**config.mk**
```make
export PLATFORM = sky130hd
export DESIGN_NAME = lphs_ctrl
export DESIGN_NICKNAME = d
export VERILOG_FILES = /design/src/hdl/lphs_pkg.sv /design/src/hdl/lphs_ctrl.sv
export SDC_FILE = /design/constraint.sdc
export NUM_CORES = 1
export LEC_CHECK = 0
export BUFFER_PORTS_ARGS = -buffer_cell sky130_fd_sc_hd__buf_2
export CORE_UTILIZATION = 47
export CTS_CLUSTER_DIAMETER = 40
export DETAILED_ROUTE_END_ITERATION = 10
export PLACE_DENSITY = 0.84
export SYNTH_ARGS = -nofsm -noshare
export SYNTH_HDL_FRONTEND = slang
export SYNTH_SLANG_ARGS = --single-unit
```
**constraint.sdc**
```tcl
create_clock -name i_clk -period 2.78 [get_ports i_clk]
set_clock_uncertainty 0.1 [all_clocks]
set_input_delay 0.556 -clock i_clk [delete_from_list [all_inputs] [get_ports i_clk]]
set_output_delay 0.556 -clock i_clk [all_outputs]
set_load 0.005 [all_outputs]
```
**src/hdl/lphs_pkg.sv**
```systemverilog
// Package: shared constants, status codes and controller/datapath command and status types.
`timescale 1ns / 1ps
package lphs_pkg;
    localparam int unsigned MODE_W   = 2;
    localparam int unsigned KEY_IN_W = 32;
    localparam int unsigned STATUS_W = 3;
    localparam int unsigned BUCKET_W = 8;
    localparam int unsigned COUNT_W  = 9;

    localparam logic [31:0] HASH_MUL   = 32'h045d9f3b;
    localparam int unsigned HASH_SHIFT = 16;

    localparam logic [MODE_W-1:0] MODE_INSERT   = 2'd0;
    localparam logic [MODE_W-1:0] MODE_LOOKUP   = 2'd1;
    localparam logic [MODE_W-1:0] MODE_REMOVE   = 2'd2;
    localparam logic [MODE_W-1:0] MODE_RESERVED = 2'd3;

    localparam logic [STATUS_W-1:0] ST_INSERTED = 3'd0;
    localparam logic [STATUS_W-1:0] ST_PRESENT  = 3'd1;
    localparam logic [STATUS_W-1:0] ST_FULL     = 3'd2;
    localparam logic [STATUS_W-1:0] ST_FOUND    = 3'd3;
    localparam logic [STATUS_W-1:0] ST_MISSING  = 3'd4;
    localparam logic [STATUS_W-1:0] ST_REMOVED  = 3'd5;
    localparam logic [STATUS_W-1:0] ST_INVALID  = 3'd6;

    // Commands from the controller to the datapath.
    typedef struct packed {
        logic clr_step;    // write empty key at clear address, advance
        logic load;        // capture request fields
        logic hash_step;   // advance the hash unit one stage
        logic set_probe;   // probe pointer <- hashed home (search)
        logic rd;          // issue memory read at probe pointer
        logic adv;         // probe pointer + 1, step counter + 1
        logic wr_key;      // write request key at probe pointer, count + 1
        logic dec_cnt;     // count - 1
        logic set_hole;    // hole <- probe pointer (found bucket)
        logic gap_init;    // scan pointer <- probe pointer (the new hole)
        logic gap_rd;      // scan pointer + 1 and read it
        logic gap_hash;    // load scanned key into the hash unit
        logic gap_move;    // write scanned key into hole, hole <- scan
        logic gap_close;   // write empty key into hole
    } t_cmd;

    // Status from the datapath to the controller.
    typedef struct packed {
        logic clr_done;
        logic key_bad;
        logic full;
        logic rd_empty;
        logic rd_match;
        logic probe_done;   // all buckets visited
        logic scan_wrapped; // scan pointer came back to start
        logic move_ok;
        logic [1:0] mode;
        logic check;
    } t_sts;
endpackage

```
**src/hdl/lphs_ctrl.sv**
```systemverilog
// Controller: sequences clearing, hashing, probing and backward-shift deletion.
`timescale 1ns / 1ps
module lphs_ctrl (
    input  logic                            i_clk,
    input  logic                            i_rst_n,
    input  logic                            i_req_valid,
    output logic                            o_req_ready,
    output logic                            o_rsp_valid,
    input  logic                            i_rsp_ready,
    output logic [lphs_pkg::STATUS_W-1:0]   o_status,
    output logic                            o_bucket_sel,
    output lphs_pkg::t_cmd                  o_cmd,
    input  lphs_pkg::t_sts                  i_sts
);
    typedef enum logic [3:0] {
        S_CLEAR, S_IDLE, S_CHECK, S_HASH, S_READ, S_EVAL,
        S_GAP_RD, S_GAP_EVAL, S_GAP_H1, S_GAP_H2, S_GAP_H3, S_GAP_DEC, S_RESP
    } t_state;

    t_state r_state, n_state;
    logic [1:0] r_hcnt, n_hcnt;
    logic [lphs_pkg::STATUS_W-1:0] r_status, n_status;
    logic r_bsel, n_bsel;

    always_comb begin
        n_state  = r_state;
        n_hcnt   = r_hcnt;
        n_status = r_status;
        n_bsel   = r_bsel;
        o_cmd    = '0;
        unique case (r_state)
            S_CLEAR: begin
                if (i_sts.clr_done) n_state = S_IDLE;
                else o_cmd.clr_step = 1'b1;
            end
            S_IDLE: begin
                if (i_req_valid) begin
                    o_cmd.load = 1'b1;
                    n_state    = S_CHECK;
                end
            end
            S_CHECK: begin
                n_hcnt = '0;
                n_bsel = 1'b0;
                if (i_sts.key_bad || i_sts.mode == lphs_pkg::MODE_RESERVED) begin
                    n_status = lphs_pkg::ST_INVALID;
                    n_state  = S_RESP;
                end else if (i_sts.mode == lphs_pkg::MODE_INSERT && i_sts.full) begin
                    n_status = lphs_pkg::ST_FULL;
                    n_state  = S_RESP;
                end else begin
                    n_state = S_HASH;
                end
            end
            S_HASH: begin
                if (r_hcnt == 2'd2) begin
                    o_cmd.set_probe = 1'b1;
                    n_state = S_READ;
                end else begin
                    o_cmd.hash_step = 1'b1;
                    n_hcnt = r_hcnt + 1'b1;
                end
            end
            S_READ: begin
                if (i_sts.probe_done) begin
                    n_status = (i_sts.mode == lphs_pkg::MODE_INSERT) ?
                               lphs_pkg::ST_FULL : lphs_pkg::ST_MISSING;
                    n_state  = S_RESP;
                end else begin
                    o_cmd.rd = 1'b1;
                    n_state  = S_EVAL;
                end
            end
            S_EVAL: begin
                if (i_sts.mode == lphs_pkg::MODE_INSERT) begin
                    if (i_sts.check && i_sts.rd_match) begin
                        n_status = lphs_pkg::ST_PRESENT;
                        n_bsel = 1'b1;
                        n_state = S_RESP;
                    end else if (i_sts.rd_empty) begin
                        o_cmd.wr_key = 1'b1;
                        n_status = lphs_pkg::ST_INSERTED;
                        n_bsel = 1'b1;
                        n_state = S_RESP;
                    end else begin
                        o_cmd.adv = 1'b1;
                        n_state = S_READ;
                    end
                end else if (i_sts.rd_empty) begin
                    n_status = lphs_pkg::ST_MISSING;
                    n_state  = S_RESP;
                end else if (i_sts.rd_match) begin
                    n_bsel = 1'b1;
                    if (i_sts.mode == lphs_pkg::MODE_LOOKUP) begin
                        n_status = lphs_pkg::ST_FOUND;
                        n_state  = S_RESP;
                    end else begin
                        n_status = lphs_pkg::ST_REMOVED;
                        o_cmd.set_hole = 1'b1;
                        o_cmd.gap_init = 1'b1;
                        o_cmd.dec_cnt  = 1'b1;
                        n_state = S_GAP_RD;
                    end
                end else begin
                    o_cmd.adv = 1'b1;
                    n_state = S_READ;
                end
            end
            S_GAP_RD: begin
                o_cmd.gap_rd = 1'b1;
                n_state = S_GAP_EVAL;
            end
            S_GAP_EVAL: begin
                if (i_sts.scan_wrapped || i_sts.rd_empty) begin
                    o_cmd.gap_close = 1'b1;
                    n_state = S_RESP;
                end else begin
                    o_cmd.gap_hash = 1'b1;
                    n_state = S_GAP_H1;
                end
            end
            S_GAP_H1: begin
                o_cmd.hash_step = 1'b1;
                n_state = S_GAP_H2;
            end
            S_GAP_H2: begin
                o_cmd.hash_step = 1'b1;
                n_state = S_GAP_DEC;
            end
            S_GAP_DEC: begin
                if (i_sts.move_ok) o_cmd.gap_move = 1'b1;
                n_state = S_GAP_RD;
            end
            S_GAP_H3: n_state = S_GAP_RD;
            S_RESP: begin
                if (i_rsp_ready) n_state = S_IDLE;
            end
            default: n_state = S_IDLE;
        endcase
    end

    always_ff @(posedge i_clk) begin
        if (!i_rst_n) begin
            r_state  <= S_CLEAR;
            r_hcnt   <= '0;
            r_status <= lphs_pkg::ST_INVALID;
            r_bsel   <= 1'b0;
        end else begin
            r_state  <= n_state;
            r_hcnt   <= n_hcnt;
            r_status <= n_status;
            r_bsel   <= n_bsel;
        end
    end

    assign o_req_ready  = (r_state == S_IDLE);
    assign o_rsp_valid  = (r_state == S_RESP);
    assign o_status     = r_status;
    assign o_bucket_sel = r_bsel;
endmodule

```
Yosys cells after proc, flatten, opt, wreduce, memory -nomap -nowiden. Cells that the tools add are included.

Flip-flop bits (word level): 10. Output and inout port bits: 20. Logic and storage cells: 109. Bits of input ports: 15.

Eq/ne operators: 26. Reductions and logical operators: 15. Add/sub/neg operators: 1. Mux-type cells: 63.

Operators with widths (count): two-way mux 4 bit (13); one-hot mux 4 bit (12 select lines) (1); two-way mux 3 bit (15); two-way mux 1 bit (27); equality test 4 bit (second input constant) (5); equality test 4 x 3 -> 1 bit (second input constant) (4); inequality test 2 bit (second input constant) (5); inequality test 3 bit (second input constant) (3); one-hot mux 3 bit (3 select lines) (1); equality test 4 x 2 -> 1 bit (second input constant) (2); inequality test 4 bit (second input constant) (2); AND reduction 4 bit (2); two-way mux 5 bit (1); AND reduction 5 bit (1); equality test 2 bit (second input constant) (2); equality test 4 x 1 -> 1 bit (second input constant) (1); logical NOT 4 bit (1); two-way mux 2 bit (2); one-hot mux 1 bit (2 select lines) (2); one-hot mux 2 bit (2 select lines) (1); nonzero test 2 bit (2); OR reduction 2 bit (2); nonzero test 3 bit (1); adder 2 x 1 -> 2 bit (second input constant) (1); other kinds (6) (8).

Depth between registers and ports, before layout.
Word-level depth: 6. Mapped depth: 7. Depth with buffers taken out: 7.

Worst setup path after synthesis. Ideal clock, no wire load.

Path type: input -> register. Start: input port i_sts[2] in the netlist's numbering. End: register r_status (netlist bit o_status[1]). Stages: 6. Setup slack: 0.548 ns. Arrival time: 2.004 ns. Path through: buf_6 or3b_4 a2111o_1 a211oi_4 mux2i_1 nand2_1.

Longest elaborated chain between the ends: 6.

Ends and longest elaborated chain: start, declared (RTL line lphs_ctrl.sv:13) `input lphs_pkg::t_sts i_sts`; equality test 2 x 1 -> 1 bit (RTL line lphs_ctrl.sv:94) `if (i_sts.mode == lphs_pkg::MODE_LOOKUP) begin`; two-way mux 3 bit (RTL line lphs_ctrl.sv:94); two-way mux 3 bit (RTL line lphs_ctrl.sv:92) `end else if (i_sts.rd_match) begin`; two-way mux 3 bit (RTL line lphs_ctrl.sv:89) `end else if (i_sts.rd_empty) begin`; two-way mux 3 bit (RTL line lphs_ctrl.sv:75) `if (i_sts.mode == lphs_pkg::MODE_INSERT) begin`; one-hot mux 3 bit (3 select lines) (RTL line lphs_ctrl.sv:31) `unique case (r_state)`; end signal, assigned (RTL line lphs_ctrl.sv:146) `r_status <= lphs_pkg::ST_INVALID;`; end signal, assigned (RTL line lphs_ctrl.sv:151) `r_status <= n_status;`; end, declared (RTL line lphs_ctrl.sv:22) `logic [lphs_pkg::STATUS_W-1:0] r_status, n_status;`.

Parallel ways exist; a longest one is shown, timed or not. The select of a mux whose other input is x is not followed. A chain may end at the register's enable or synchronous reset.

==> results.sh <==
export IMPL_die_width_um=45.5
export IMPL_route_detailed_drc=0
export IMPL_post_cts_repair_setup_buffers=0
export IMPL_core_rowCount=15
export IMPL_grt_antenna_before_repair=0
export IMPL_reg2regPathDepth=5
export IMPL_max_cap_violations=0
export IMPL_final_hold_viol_count=0
export IMPL_num_fill_cells=168
export IMPL_post_cts_resize_count=0
export IMPL_min_path_type="flip-flop to flip-flop"
export IMPL_critPathCaptureType="output port"
export IMPL_timing_critical_path_required_ns=2.12
export IMPL_crit_reg2reg_capture="o_status[1]"
export IMPL_critical_path_peak_fanout=18
export IMPL_maxClockFrequency_mhz=424
export IMPL_drtPass1Iterations=4
export IMPL_worst_skew_pair_late_latency_ns=0.25
export IMPL_yosysWarnings=0
export IMPL_terminating_pin_of_the_worst_hold_path="o_status[0]"
export IMPL_placed_cells_incl_taps=176
export IMPL_grt_total_usage=0.236
export IMPL_async_reset_ff_frac=0
export IMPL_grt_busiest_layer="met2"
export IMPL_criticalPathCategory="flip-flop to output port"
export IMPL_die_area_um2=2070
export IMPL_drive_above_1_share=0.305
export IMPL_power_leakage_uw=0.000480
export IMPL_grt_met1_usage=0.329
export IMPL_fp_dieH_um=45.5
export IMPL_drv_slew=0
export IMPL_htreeDepth=1
export IMPL_status="finished, final reports clean"
export IMPL_synth_cell_area_um2=888
export IMPL_rsz_0062_raised_after_global_routing="false"
export IMPL_wire_per_inst_um=12.1
export IMPL_ys_flop_type="sky130_fd_sc_hd__dfxtp_1"
export IMPL_grt_util_met2=0.371
export IMPL_tritoncts_num_buffers=3
export IMPL_area_growth_synth_to_final_pct=21.0
export IMPL_placement_io_buffers=34
export IMPL_ys_types=39
export IMPL_hold_depth=2
export IMPL_total_number_of_vias=1012
export IMPL_core_um2=1750
export IMPL_period_share=0.848
export IMPL_worst_ep_arrival_time_ns=1.70
export IMPL_numClockSinks=10
export IMPL_post_drt_via_cell_ratio=5.65
export IMPL_grt_overflow=0
export IMPL_final_critical_path_required_period_ns=2.36
export IMPL_detail_route_antenna_nets=0
export IMPL_finish_cell_count_without_fillers=179
export IMPL_antenna_cells_inserted=0
export IMPL_tritoncts_clock_tree="done"
export IMPL_critPathLaunchType="flip-flop"
export IMPL_global_route_wire_length_before_repair_mm=3.58
export IMPL_pin_count=35
export IMPL_largest_net_degree_at_the_start_of_global_routing=19
export IMPL_hpwlAfterDp_mm=1.67
export IMPL_synth_net_count=142
export IMPL_syn_instance_count=126
export IMPL_final_net_count=172
export IMPL_irDropWorstVdd_v=0.000233
export IMPL_cellPowerDensity_nw_per_um2=284
export IMPL_initial_utilization=0.509
export IMPL_clk_path_buf_depth=2
export IMPL_hold_path_startpoint="o_status[0]"
export IMPL_synth_seq_cells=10
export IMPL_worst_pin_slew_ns=0.543
export IMPL_regToRegStartpoint="r_state[1]"
export IMPL_finalSetupTns_ns=0
export IMPL_regToRegSetupSlack_ns=0.78
export IMPL_final_setup_fails=0
export IMPL_slew_headroom=0.638
export IMPL_syn_area_per_cell_um2=7.05
export IMPL_detail_route_iter0_violations=33
export IMPL_first_global_vias=811
export IMPL_routabilityCongestion=0.848
export IMPL_gr_usage_met3=0.0119
export IMPL_synth_enable_flop_cells=0
export IMPL_route_final_wire_length_mm=2.17
export IMPL_clk_pin_slew_ns=0.06
export IMPL_cts_hold_fix_buffers=0
export IMPL_root_buffer_cell="sky130_fd_sc_hd__clkbuf_4"
export IMPL_proportion_of_synthesized_chip_area_in_sequential_cells=0.225
[critical path, cell delays in order, from the launching register on]
cell                       delay (ns)
sky130_fd_sc_hd__dfxtp_1         0.47
sky130_fd_sc_hd__nand2b_1        0.31
sky130_fd_sc_hd__nor4_2          0.47
sky130_fd_sc_hd__buf_2           0.20
[synth_stat cells (all sizes together), types with 2 or more instances]
master | instances | share of area
dfxtp | 10 | 0.23
nor2 | 16 | 0.068
nor2b | 5 | 0.035
nand3 | 2 | 0.011
nor4 | 2 | 0.021
o21a | 3 | 0.025
buf | 3 | 0.030
inv | 4 | 0.017
mux2i | 5 | 0.056
o21ai | 7 | 0.039
nand2b | 3 | 0.021
nor3b | 2 | 0.017
clkbuf | 9 | 0.038
nand3b | 2 | 0.017
and2 | 2 | 0.014
a211oi | 2 | 0.031
nand2 | 12 | 0.051
and3 | 5 | 0.035
or2 | 2 | 0.014
a21oi | 11 | 0.062
nor3 | 5 | 0.028
[cell usage in the layout (no fill, tap or decap), types with 2 or more instances in the layout]
| master | instances |
|---|---|
| sky130_fd_sc_hd__a21oi_1 | 11 |
| sky130_fd_sc_hd__and2_1 | 2 |
| sky130_fd_sc_hd__and3_1 | 5 |
| sky130_fd_sc_hd__buf_2 | 34 |
| sky130_fd_sc_hd__buf_4 | 3 |
| sky130_fd_sc_hd__clkbuf_4 | 3 |
| sky130_fd_sc_hd__dfxtp_1 | 10 |
| sky130_fd_sc_hd__inv_1 | 4 |
| sky130_fd_sc_hd__mux2i_1 | 5 |
| sky130_fd_sc_hd__nand2_1 | 12 |
| sky130_fd_sc_hd__nand2b_1 | 3 |
| sky130_fd_sc_hd__nand3_1 | 2 |
| sky130_fd_sc_hd__nand3b_1 | 2 |
| sky130_fd_sc_hd__nor2_1 | 16 |
| sky130_fd_sc_hd__nor2b_1 | 5 |
| sky130_fd_sc_hd__nor3_1 | 5 |
| sky130_fd_sc_hd__nor3b_1 | 2 |
| sky130_fd_sc_hd__o21a_1 | 3 |
| sky130_fd_sc_hd__o21ai_0 | 5 |
| sky130_fd_sc_hd__o21ai_1 | 2 |
| sky130_fd_sc_hd__or2_2 | 2 |
[cells by family after synthesis]
family | after synthesis | synth area share
compound gates | 33 | 0.258
fa+ha+maj | 1 | 0.0141
mux | 5 | 0.0563
flops | 10 | 0.225
simple gates | 61 | 0.362
buf+inv | 16 | 0.0845
[routing by layer]
metal  wire length (um)  vias up
met1                988      472
met2               1080       30
met4                 16        0
met5                  0        -
met3                 85        2
li1                   -      508
[report_power, final]
| part | leakage (uW) | internal, uW | switching (uW) |
|---|---|---|---|
| Sequential | 0.0000809 | 146 | 2.97 |
| Combinational | 0.000386 | 27.8 | 40.1 |
| Clock | 0.0000138 | 49.4 | 39.4 |
[per-stage QoR]
stage	instance area (um^2)	setup slack, ns	utilization	total power, uW	hold slack [ns]
after floorplan	888	0.548	-	194	0.345
after global placement	1050	0.456	0.603	218	0.350
after detailed placement	1050	0.426	0.603	218	0.348
after CTS	1070	0.426	0.616	311	0.357
after global routing	1070	0.310	0.616	326	0.404
final	1070	0.423	0.616	305	0.362
[cell type report]
| type | instances | area [um^2] | area share |
|---|---|---|---|
| Tap cell | 25 | 31.3 | 0.0291 |
| Inverter | 4 | 15.0 | 0.0140 |
| Clock buffer | 3 | 22.5 | 0.0210 |
| Sequential cell | 10 | 200 | 0.186 |
| Timing Repair Buffer | 37 | 193 | 0.179 |
| Multi-Input combinational cell | 100 | 613 | 0.570 |
[how the worst max path moves through the flow]
stage | slack (ns) | end | depth (start not counted) | start
after detailed placement | 0.43 | o_status[1] | 6 | i_sts[1]
after global placement | 0.46 | o_status[1] | 6 | i_sts[1]
after floorplan | 0.55 | o_status[1] | 6 | i_sts[2]
after global routing | 0.31 | o_cmd[8] | 3 | r_state[3]
final | 0.42 | o_cmd[8] | 3 | r_state[3]
after CTS | 0.43 | o_cmd[8] | 3 | r_state[3]
[sequential cells by signal (all words and copies together), names as in the netlist]
register,flops
o_status,3
o_bucket_sel,1
r_state,4
r_hcnt,2
Power figures use the tool's default switching activity.
